--- config.mk ---
export PLATFORM = sky130hd
export DESIGN_NAME = sorted_record_table_unit
export DESIGN_NICKNAME = d
export VERILOG_FILES = /design/src/hdl/srt_pkg.sv /design/src/hdl/srt_entry_ram.sv /design/src/hdl/sorted_record_table_unit.sv
export SDC_FILE = /design/constraint.sdc
export NUM_CORES = 1
export LEC_CHECK = 0
export BUFFER_PORTS_ARGS = -buffer_cell sky130_fd_sc_hd__buf_2
export CORE_UTILIZATION = 50
export CTS_CLUSTER_SIZE = 24
export DETAILED_ROUTE_END_ITERATION = 6
export MAX_ROUTING_LAYER = met4
export PLACE_DENSITY_LB_ADDON = 0.12
export SYNTH_ARGS = -nofsm -noshare
export SYNTH_HDL_FRONTEND = slang
export SYNTH_SLANG_ARGS = --single-unit
--- constraint.sdc ---
create_clock -name i_clk -period 11.7 [get_ports i_clk]
set_input_delay 3.51 -clock i_clk [delete_from_list [all_inputs] [get_ports i_clk]]
set_output_delay 3.51 -clock i_clk [all_outputs]
set_load 0.05 [all_outputs]
--- src/hdl/srt_pkg.sv ---
// shared widths, codes and the entry record type of the sorted record table
package srt_pkg;

    // field widths
    localparam int ID_W     = 27;
    localparam int NAME_W   = 16;
    localparam int KEY_W    = 20;
    localparam int KIND_W   = 2;
    localparam int STATUS_W = 2;
    localparam int CNT_W    = 5;

    // defaults handed to the top level
    localparam int                 DEF_TABLE_DEPTH     = 16;
    localparam logic [KEY_W-1:0]   DEF_PURGE_THRESHOLD = 20'd2000;

    // operation codes
    localparam logic [KIND_W-1:0] KIND_INSERT = 2'd0;
    localparam logic [KIND_W-1:0] KIND_PURGE  = 2'd1;
    localparam logic [KIND_W-1:0] KIND_DUMP   = 2'd2;

    // result status codes
    localparam logic [STATUS_W-1:0] ST_INS_DONE   = 2'd0;
    localparam logic [STATUS_W-1:0] ST_FULL       = 2'd1;
    localparam logic [STATUS_W-1:0] ST_EMIT       = 2'd2;
    localparam logic [STATUS_W-1:0] ST_PURGE_DONE = 2'd3;

    // one stored record
    typedef struct packed {
        logic [ID_W-1:0]   id;
        logic [NAME_W-1:0] name;
        logic [KEY_W-1:0]  key;
    } t_entry;

endpackage

--- src/hdl/srt_entry_ram.sv ---
// entry store: one write port, one registered read port
module srt_entry_ram #(
    parameter int DEPTH = srt_pkg::DEF_TABLE_DEPTH
) (
    input  logic                     i_clk,
    input  logic                     i_we,
    input  logic [$clog2(DEPTH)-1:0] i_waddr,
    input  srt_pkg::t_entry          i_wdata,
    input  logic [$clog2(DEPTH)-1:0] i_raddr,
    output srt_pkg::t_entry          o_rdata
);
    import srt_pkg::*;

    t_entry r_mem [DEPTH];
    t_entry r_rdata;

    // write and registered read
    always_ff @(posedge i_clk) begin
        if (i_we) begin
            r_mem[i_waddr] <= i_wdata;
        end
        r_rdata <= r_mem[i_raddr];
    end

    assign o_rdata = r_rdata;

endmodule

--- src/hdl/sorted_record_table_unit.sv ---
// sorted record table: top level with sequencer, shared key comparator and entry store
//
// Usage: raise start with i_kind and the record fields; the command transfers at an edge
// where start is high and busy is low, and busy stays high until the last result is out.
// Each result sits on the o_ ports for one cycle marked by o_strobe; o_last marks the
// final result of a command. The receiver cannot stall, so results never wait.
// The purge threshold transfers on i_cfg_valid (o_cfg_ready is always high); write it
// only while busy is low and no result is pending.
// Steps (n = entries held; each entry is read, then compared, through the single read
// port of the entry store and the one shared comparator):
//   insert: each entry above the new key, from the top down, is moved up one place;
//           the record goes behind the first entry not above it (first if none is),
//           straight in on an empty table; refused with ST_FULL on a full table
//   purge:  each of the n entries is compared with the threshold; one result
//   dump:   one result per entry, lowest key first; an empty table gives one result
//   kind 3 is ignored and gives no result.
// Reset (synchronous, active low) empties the table and restores the threshold to 2000;
// the store itself is not cleared, no clearing pass is needed.
module sorted_record_table_unit #(
    parameter int TABLE_DEPTH = srt_pkg::DEF_TABLE_DEPTH
) (
    input  logic                          i_clk,
    input  logic                          i_rst_n,
    input  logic                          start,
    output logic                          busy,
    input  logic [srt_pkg::KIND_W-1:0]    i_kind,
    input  logic [srt_pkg::ID_W-1:0]      i_record_id,
    input  logic [srt_pkg::NAME_W-1:0]    i_name_handle,
    input  logic [srt_pkg::KEY_W-1:0]     i_key_value,
    input  logic                          i_cfg_valid,
    output logic                          o_cfg_ready,
    input  logic [srt_pkg::KEY_W-1:0]     i_cfg_data,
    output logic                          o_strobe,
    output logic [srt_pkg::STATUS_W-1:0]  o_status,
    output logic [srt_pkg::ID_W-1:0]      o_out_id,
    output logic [srt_pkg::NAME_W-1:0]    o_out_name,
    output logic [srt_pkg::KEY_W-1:0]     o_out_key,
    output logic [srt_pkg::CNT_W-1:0]     o_entry_count,
    output logic [srt_pkg::CNT_W-1:0]     o_removed_count,
    output logic                          o_last
);
    import srt_pkg::*;

    localparam int AW = $clog2(TABLE_DEPTH);
    localparam int CW = $clog2(TABLE_DEPTH + 1);

    typedef enum logic [2:0] {
        S_IDLE,
        S_INS_RD,
        S_INS_CMP,
        S_INS_PUT,
        S_PRG_RD,
        S_PRG_CMP,
        S_DMP_RD,
        S_DMP_EMIT
    } t_state;

    t_state                r_state, n_state;
    logic [AW-1:0]         r_idx, n_idx;
    logic [CW-1:0]         r_wr, n_wr;
    logic [CW-1:0]         r_fill, n_fill;
    logic [KEY_W-1:0]      r_thr, n_thr;
    t_entry                r_new, n_new;
    logic                  n_strobe;
    logic [STATUS_W-1:0]   n_status;
    t_entry                n_out;
    logic [CW-1:0]         n_removed;
    logic                  n_last;

    logic                  mem_we;
    logic [AW-1:0]         mem_waddr;
    t_entry                mem_wdata;
    logic [AW-1:0]         mem_raddr;
    t_entry                mem_rdata;

    logic [KEY_W-1:0]      cmp_b;
    logic                  key_le;
    logic [CW-1:0]         fill_m1;
    logic [CW-1:0]         idx_ext;
    logic [CW-1:0]         wr_next;
    logic [CW+CNT_W-1:0]   fill_wide;
    logic [CW+CNT_W-1:0]   removed_wide;

    srt_entry_ram #(
        .DEPTH (TABLE_DEPTH)
    ) u_ram (
        .i_clk   (i_clk),
        .i_we    (mem_we),
        .i_waddr (mem_waddr),
        .i_wdata (mem_wdata),
        .i_raddr (mem_raddr),
        .o_rdata (mem_rdata)
    );

    // shared key comparator: against the new key on insert, the threshold on purge
    assign cmp_b  = (r_state == S_PRG_CMP) ? r_thr : r_new.key;
    assign key_le = (mem_rdata.key <= cmp_b);

    assign fill_m1 = r_fill - 1'b1;
    assign idx_ext = CW'(r_idx);
    assign wr_next = r_wr + CW'(key_le);

    assign busy        = (r_state != S_IDLE);
    assign o_cfg_ready = 1'b1;

    // count fields fitted to the result width
    assign fill_wide    = {{CNT_W{1'b0}}, n_fill};
    assign removed_wide = {{CNT_W{1'b0}}, n_removed};

    // sequencer next state
    always_comb begin
        n_state   = r_state;
        n_idx     = r_idx;
        n_wr      = r_wr;
        n_fill    = r_fill;
        n_new     = r_new;
        n_thr     = r_thr;
        n_strobe  = 1'b0;
        n_status  = ST_INS_DONE;
        n_out     = '0;
        n_removed = '0;
        n_last    = 1'b0;
        mem_we    = 1'b0;
        mem_waddr = r_idx + 1'b1;
        mem_wdata = r_new;
        mem_raddr = r_idx;

        if (i_cfg_valid) begin
            n_thr = i_cfg_data;
        end

        case (r_state)
            S_IDLE: begin
                if (start) begin
                    case (i_kind)
                        KIND_INSERT: begin
                            if (r_fill == CW'(TABLE_DEPTH)) begin
                                n_strobe = 1'b1;
                                n_status = ST_FULL;
                                n_last   = 1'b1;
                            end else begin
                                n_new = '{id: i_record_id, name: i_name_handle,
                                          key: i_key_value};
                                if (r_fill == '0) begin
                                    n_idx   = '0;
                                    n_state = S_INS_PUT;
                                end else begin
                                    n_idx   = fill_m1[AW-1:0];
                                    n_state = S_INS_RD;
                                end
                            end
                        end
                        KIND_PURGE: begin
                            if (r_fill == '0) begin
                                n_strobe = 1'b1;
                                n_status = ST_PURGE_DONE;
                                n_last   = 1'b1;
                            end else begin
                                n_idx   = '0;
                                n_wr    = '0;
                                n_state = S_PRG_RD;
                            end
                        end
                        KIND_DUMP: begin
                            if (r_fill == '0) begin
                                n_strobe = 1'b1;
                                n_status = ST_PURGE_DONE;
                                n_last   = 1'b1;
                            end else begin
                                n_idx   = '0;
                                n_state = S_DMP_RD;
                            end
                        end
                        default: begin
                        end
                    endcase
                end
            end
            S_INS_RD: begin
                n_state = S_INS_CMP;
            end
            S_INS_CMP: begin
                // shift the larger entry up one place, or drop the new one in behind it
                mem_we = 1'b1;
                if (!key_le) begin
                    mem_wdata = mem_rdata;
                    if (r_idx == '0) begin
                        n_state = S_INS_PUT;
                    end else begin
                        n_idx   = r_idx - 1'b1;
                        n_state = S_INS_RD;
                    end
                end else begin
                    mem_wdata = r_new;
                    n_fill    = r_fill + 1'b1;
                    n_strobe  = 1'b1;
                    n_status  = ST_INS_DONE;
                    n_last    = 1'b1;
                    n_state   = S_IDLE;
                end
            end
            S_INS_PUT: begin
                mem_we    = 1'b1;
                mem_waddr = r_idx;
                mem_wdata = r_new;
                n_fill    = r_fill + 1'b1;
                n_strobe  = 1'b1;
                n_status  = ST_INS_DONE;
                n_last    = 1'b1;
                n_state   = S_IDLE;
            end
            S_PRG_RD: begin
                n_state = S_PRG_CMP;
            end
            S_PRG_CMP: begin
                // keep entries at or below the threshold, packed downwards
                if (key_le) begin
                    mem_we    = 1'b1;
                    mem_waddr = r_wr[AW-1:0];
                    mem_wdata = mem_rdata;
                end
                if (idx_ext == fill_m1) begin
                    n_fill    = wr_next;
                    n_removed = r_fill - wr_next;
                    n_strobe  = 1'b1;
                    n_status  = ST_PURGE_DONE;
                    n_last    = 1'b1;
                    n_state   = S_IDLE;
                end else begin
                    n_idx   = r_idx + 1'b1;
                    n_wr    = wr_next;
                    n_state = S_PRG_RD;
                end
            end
            S_DMP_RD: begin
                n_state = S_DMP_EMIT;
            end
            S_DMP_EMIT: begin
                n_strobe = 1'b1;
                n_status = ST_EMIT;
                n_out    = mem_rdata;
                n_last   = (idx_ext == fill_m1);
                if (idx_ext == fill_m1) begin
                    n_state = S_IDLE;
                end else begin
                    n_idx   = r_idx + 1'b1;
                    n_state = S_DMP_RD;
                end
            end
            default: begin
                n_state = S_IDLE;
            end
        endcase
    end

    // state and registered results
    always_ff @(posedge i_clk) begin
        if (!i_rst_n) begin
            r_state  <= S_IDLE;
            r_fill   <= '0;
            r_thr    <= DEF_PURGE_THRESHOLD;
            o_strobe <= 1'b0;
        end else begin
            r_state  <= n_state;
            r_fill   <= n_fill;
            r_thr    <= n_thr;
            o_strobe <= n_strobe;
        end
        r_idx           <= n_idx;
        r_wr            <= n_wr;
        r_new           <= n_new;
        o_status        <= n_status;
        o_out_id        <= n_out.id;
        o_out_name      <= n_out.name;
        o_out_key       <= n_out.key;
        o_entry_count   <= fill_wide[CNT_W-1:0];
        o_removed_count <= removed_wide[CNT_W-1:0];
        o_last          <= n_last;
    end

    // fill level never passes the table depth
    a_fill_bound: assert property (@(posedge i_clk) disable iff (!i_rst_n)
        r_fill <= CW'(TABLE_DEPTH))
        else $error("fill level above table depth");

    // a command ends with its last result in the same cycle
    a_end_last: assert property (@(posedge i_clk) disable iff (!i_rst_n)
        $fell(busy) |-> (o_strobe && o_last))
        else $error("command ended without a last result");

    // only a dump produces results that are not last
    a_multi_dump: assert property (@(posedge i_clk) disable iff (!i_rst_n)
        (o_strobe && !o_last) |-> (o_status == ST_EMIT))
        else $error("non-final result outside a dump");

    // removed entries are only reported by a purge
    a_removed_purge: assert property (@(posedge i_clk) disable iff (!i_rst_n)
        (o_strobe && (o_removed_count != '0)) |-> (o_status == ST_PURGE_DONE))
        else $error("removed count outside a purge");

endmodule

==> results.py, run 1 <==
metrics = {
    "floorplanning": {
        "die-area_um2": 95100,
        "num_io_pins": 168,
        "die_w_um": 308,
        "rows": 111,
        "start_util": 0.508,
        "dieHeight_um": 308,
        "core_um2": 92400,
    },
    "global_routing": {
        "antenna_found_initial": 1,
        "grt_pass1_wl_mm": 149,
        "grt_use_total": 0.225,
        "grt_max_degree": 76,
        "grt_overflow_total": 0,
        "grt_pass1_vias": 22600,
    },
    "finish": {
        "nets": 2508,
        "multi_input_area_um2": 10700,
        "drive_gt1_frac": 0.327,
        "syn_to_final_growth_pct": 14.6,
        "n_fill_cell": 6707,
        "antenna_cells": 0,
        "instances_no_fill": 3734,
        "layout.area.seq_um2": 35800,
        "fin_util": 0.582,
    },
    "drt": {
        "ant_nets": 0,
        "viasPerCell": 5.87,
        "wl_met1_mm": 45.4,
        "wl_met3_mm": 5.43,
        "routed-via-count": 21900,
        "wl_met2_mm": 49.1,
        "top_layer": "met4",
        "wl_mm": 102,
        "drtPass1Iterations": 5,
        "drtIter0Drc": 1880,
        "wl_per_cell_um": 27.2,
        "drc": 0,
    },
    "synth": {
        "async_flop_share": 0,
        "ys_types": 66,
        "synth_cells": 2143,
        "syn_area_per_cell_um2": 21.9,
        "yosysMostFrequentCell": "edfxtp_1",
        "synth.net_count": 2268,
        "yosys_warnings": 0,
        "seq_area_frac_synth": 0.763,
        "synthFlopType": "edfxtp_1",
        "yosys_register_bits": 1248,
        "syn_area_um2": 46900,
        "ys_top_cells_by_area": "edfxtp_1 (69%), mux4_2 (15%), dfxtp_1 (7.2%)",
        "yosys.area.top_type_share": 0.691,
        "yosysTopAreaCell": "edfxtp_1",
        "ys_top_cells_by_count": "edfxtp_1 (1080), mux4_2 (315), dfxtp_1 (168)",
        "synth_edf_count": 1080,
    },
    "power": {
        "powerDensity_nw_per_um2": 219,
        "p_leak_uw": 0.0179,
        "vdd_drop_max_mv": 0.115,
    },
    "sta": {
        "rsz0062_at_grt": "false",
        "slew_headroom": 0.199,
        "hold_violations": 0,
        "setup_ws_ns": 5.46,
        "maxSlewViolCount": 0,
        "timing.fmax_mhz": 160,
        "worst_slew_pin_slew_ns": 1.20,
        "fin_skew_ns": 0.0211,
        "fin_setup_tns_ns": 0,
        "period_share": 0.533,
        "layout_min_cycle_time_ns": 6.24,
        "final-setup-viol-count": 0,
    },
    "worst_setup_path": {
        "crit_type": "reg -> reg",
        "crit_path_frequent_cell": "buf_4",
        "rrSetupSlack_ns": 5.46,
        "timing.rr.start": "r_state[0]",
        "crit_path_end_kind": "flop",
        "cp-start-kind": "flop",
        "cp.required_ns": 12.04,
        "setup.worst_path.start": "r_state[0]",
        "path_cells": "and2_1 -> nand2b_1 -> buf_4 -> mux2i_1 -> ha_1 -> nand4_1 -> or3_4 -> a21oi_1 -> o21bai_2 -> a32o_2 -> nor3b_1 -> nor3b_2 -> buf_4 -> buf_4",
        "r2r_cells": 14,
        "max_stage_delay_ns": 0.73,
        "slowest_stage": "nor3b_2",
        "r2r-end": "u_ram.r_mem[1][30]",
        "critPathMaxFanout": 37,
        "cp-endpoint": "u_ram.r_mem[1][30]",
        "arrival_ns": 6.58,
    },
    "place": {
        "pre_cts_ws_ns": 5.51,
        "hpwl_mm": 52.2,
        "placed_cells": 3493,
        "routabilityCongestion": 0.825,
        "portBuffers": 166,
    },
    "run": {
        "drv_cap": 0,
    },
    "min_path": {
        "min_path_cells": 1,
        "min_from": "u_ram.o_rdata[32]",
        "hold_path_class": "reg -> reg",
    },
    "cts": {
        "cts_resized": 0,
        "clockBufferDepth": 3,
        "post_cts_buffers": 0,
        "worstSkewPairLatency_ns": 0.73,
        "cts_buffers": 131,
        "clkTransAtPathRegs_ns": 0.06,
        "cts_hold_buf": 0,
        "clock-sinks": 1248,
        "root_buffer": "clkbuf_16",
        "cts_tree": "done",
        "h-tree-depth": 4,
    },
    "run_status": {
        "run_status": "completed",
    },
}
## flip-flops by register name, summed over array words and instances, names as in the netlist
signal and flops:
r_wr 5, r_fill 5, o_status 2, o_removed_count 5, o_out_id 27, u_ram.r_mem 1008
o_entry_count 5, o_out_key 20, o_out_name 16, mem_raddr 4, o_strobe 1, r_new 63
r_thr 20, u_ram.o_rdata 63, o_last 1, r_state 3
## metrics by stage
stage	instance area [um2]	power, uW	hold slack, ns
finish	53800	11800	0.450
CTS	53800	11900	0.456
global placement	49300	7680	0.436
floorplan	46900	7070	0.424
detailed placement	49300	7710	0.442
global route	53800	12200	0.471
## per-layer routing
metal  global-route usage  vias to the layer above
met3               0.0355                      128
li1                     -                     9301
met1                0.319                    11800
met2                0.345                      673
met4               0.0600                        0
met5                    -                        -
## placed cells by master (no fill, tap or decap), types with 18 or more instances in the layout
cell type  count
a21oi_1       20
and2_1        73
buf_2        166
buf_4         51
clkbuf_1      34
clkbuf_16    137
clkbuf_8      20
dfxtp_1      168
edfxtp_1    1080
ha_1          35
mux2_2        56
mux2i_1       40
mux4_2       315
nand2_1       34
nor2_1        31
nor2b_1       18
## worst min path at each step
stage,end,slack [ns]
3_5_place_dp,o_out_name[7],0.44
2_1_floorplan,o_out_id[12],0.42
6_report,o_out_name[12],0.45
5_1_grt,o_out_name[12],0.47
3_3_place_gp,o_out_id[13],0.44
4_1_cts,o_out_name[7],0.46
## layout make-up
| type | instances | share of cell area |
|---|---|---|
| clock buffers | 191 | 0.0712 |
| clock inverters | 50 | 0.0113 |
| inverters | 14 | 0.000977 |
| multi-input cells | 770 | 0.199 |
| flip-flops and latches | 1248 | 0.666 |
| well taps | 1243 | 0.0289 |
| repair buffers | 218 | 0.0229 |
## cells by family (layout without fill, tap and decap cells)
group,after synthesis,after routing,share of synthesized area
flops,1248,1248,0.763
fa+ha+maj,36,36,0.00976
compound gates,81,81,0.0121
other cells,1,1,0.0000799
simple gates,219,219,0.0259
mux,418,418,0.175
buf+inv,125,473,0.0117
xor+xnor,15,15,0.00280
## worst max-delay path, delay by kind of cell, from the launching register on
family / cells / cell delay (ns)
and+or+nand+nor: 6 / 2.32
buffers and inverters: 3 / 1.46
AOI/OAI and AO/OA: 3 / 0.80
DFF: 1 / 0.68
adders and majority gates: 1 / 0.33
muxes: 1 / 0.17
## report_power, final
| group | switching (uW) | internal [uW] |
|---|---|---|
| clock network | 1660 | 2530 |
| registers | 161 | 5280 |
| logic | 1170 | 973 |
| total | 3000 | 8780 |
(Power assumes the default switching activity.)
==> run 2: changes to the inputs <==
Clock period 11.7 ns to 5.35 ns, I/O delays scaled along.
==> results.py, run 2 (same netlist as run 1, synthesis figures left out) <==
metrics = {
    "worst_setup_path": {
        "cp-start-kind": "flop",
        "critPathMaxFanout": 31,
        "crit_path_end_kind": "flop",
        "arrival_ns": 5.31,
        "crit_type": "reg -> reg",
        "crit_path_frequent_cell": "buf_4",
        "slowest_stage": "nor3b_1",
        "max_stage_delay_ns": 0.54,
        "cp.required_ns": 5.66,
        "path_cells": "and2_1 -> nand2b_1 -> buf_4 -> mux2i_1 -> ha_1 -> nand4_1 -> or3_4 -> a211oi_4 -> nor3_2 -> nor3b_1 -> o21ai_1 -> nor3_4 -> buf_4",
    },
    "global_routing": {
        "grt_pass1_vias": 22600,
        "grt_use_total": 0.224,
        "grt_max_degree": 151,
        "antenna_found_initial": 3,
        "grt_overflow_total": 0,
        "grt_pass1_wl_mm": 150,
    },
    "finish": {
        "final_cell_mix": "edfxtp_1 (1080), mux4_2 (315), dfxtp_1 (168)",
        "antenna_cells": 0,
        "drive_gt1_frac": 0.324,
        "top_register": "u_ram.r_mem",
        "fin_util": 0.582,
        "instances_no_fill": 3723,
        "syn_to_final_growth_pct": 14.5,
        "nets": 2502,
        "largest_reg_flops": 1008,
        "fin_area_um2": 53700,
        "final_common_cell": "edfxtp_1",
    },
    "drt": {
        "viasPerCell": 5.86,
        "wl_mm": 100,
        "wl_per_cell_um": 26.9,
        "drc": 0,
        "drtIter0Drc": 2129,
        "drtPass1Iterations": 5,
        "routed-via-count": 21800,
        "ant_nets": 0,
    },
    "floorplanning": {
        "rows": 111,
        "dieHeight_um": 308,
        "die_w_um": 308,
        "die-area_um2": 95100,
        "core_um2": 92400,
        "num_io_pins": 168,
        "start_util": 0.508,
    },
    "power": {
        "p_switching_uw": 6620,
        "p_seq_frac": 0.469,
        "internal_power_uw": 18700,
        "combPwrFrac": 0.198,
        "p_leak_uw": 0.0178,
        "p_total_uw": 25300,
        "p_clk_frac": 0.333,
        "powerDensity_nw_per_um2": 471,
        "vdd_drop_max_mv": 0.359,
        "switching_share": 0.262,
    },
    "cts": {
        "root_buffer": "clkbuf_16",
        "clkTransAtPathRegs_ns": 0.06,
        "cts_buffers": 121,
        "worstSkewPairLatency_ns": 0.69,
        "clock-sinks": 1248,
        "h-tree-depth": 3,
        "clockBufferDepth": 3,
        "cts_tree": "done",
    },
    "run": {
        "drv_cap": 0,
    },
    "sta": {
        "rsz0062_at_grt": "false",
        "final-setup-viol-count": 0,
        "maxSlewViolCount": 0,
        "period_share": 0.935,
        "layout_min_cycle_time_ns": 5.00,
        "fin_skew_ns": 0.0277,
        "fin_setup_tns_ns": 0,
        "worst_slew_pin_slew_ns": 1.29,
        "hold_violations": 0,
        "timing.fmax_mhz": 200,
        "slew_headroom": 0.141,
    },
    "run_status": {
        "run_status": "completed",
    },
    "place": {
        "hpwl_mm": 57.0,
        "portBuffers": 166,
        "routabilityCongestion": 0.821,
        "placed_cells": 3492,
        "dpl_cell_area_um2": 49700,
    },
    "min_path": {
        "hold_path_class": "reg -> reg",
    },
}
[run 2: cell count changes in the layout (fill, tap and decap cells not counted), moves of 9 or more]
cell       delta
clkinv_1     +10
buf_12       +24
clkbuf_16     -9
clkbuf_1      -9
clkbuf_8     -10
buf_4        -20
clkinv_2     +14
[run 2: power groups by stage]
| stage | clock network (uW) | logic [uW] | registers [uW] |
|---|---|---|---|
| after floorplan | 0 | 3560 | 11900 |
| after global placement | 0 | 5000 | 12000 |
| after detailed placement | 0 | 5070 | 12100 |
| after CTS | 8600 | 5090 | 11900 |
| after global routing | 8960 | 5390 | 11900 |
| final | 8420 | 5010 | 11900 |
[run 2: worst paths after layout]
| check | start | end | slack, ns | cells after the start |
|---|---|---|---|---|
| worst max register to register | r_state[2] | u_ram.r_mem[7][44] | 0.35 | 13 |
| worst min-delay path | u_ram.o_rdata[56] | o_out_id[20] | 0.45 | 1 |
| worst min register to register | u_ram.o_rdata[56] | o_out_id[20] | 0.45 | 1 |
| worst max-delay path | r_state[2] | u_ram.r_mem[7][44] | 0.35 | 13 |
[run 2: repair_timing]
action,4_1_cts,5_1_grt
hold buffers,0,0
setup endpoints to repair,0,148
buffers inserted,0,5
resized for setup,0,1
[run 2: per-layer routing]
metal	global-route usage	part of all wire	vias to the layer above	wire length (um)
li1	-	-	9300	-
met1	0.331	0.46	11700	45800
met2	0.331	0.47	692	46900
met3	0.0337	0.060	115	6060
met4	0.0528	0.015	0	1520
met5	-	0	-	0
[run 2: layout make-up]
class | count | area [um2]
fill | 6693 | 38600
timing repair buffer | 222 | 1560
clock inverter | 63 | 557
multi-input combinational | 770 | 10800
sequential | 1248 | 35800
tap | 1243 | 1560
clock buffer | 163 | 3430
inverter | 14 | 52.6
[run 2: per-stage QoR]
stage	setup slack, ns	hold slack [ns]
2_1_floorplan	-0.886	0.424
6_report	0.350	0.449
4_1_cts	0.146	0.454
3_5_place_dp	0.200	0.443
3_3_place_gp	0.480	0.434
5_1_grt	0.0176	0.477
[run 2: critical path: cells and delay by family, from the launching register on]
kind / cells / cell delay [ns]
flops: 1 / 0.52
mux: 1 / 0.17
fa+ha+maj: 1 / 0.34
buf+inv: 2 / 0.78
simple gates: 7 / 2.07
compound gates: 2 / 0.69
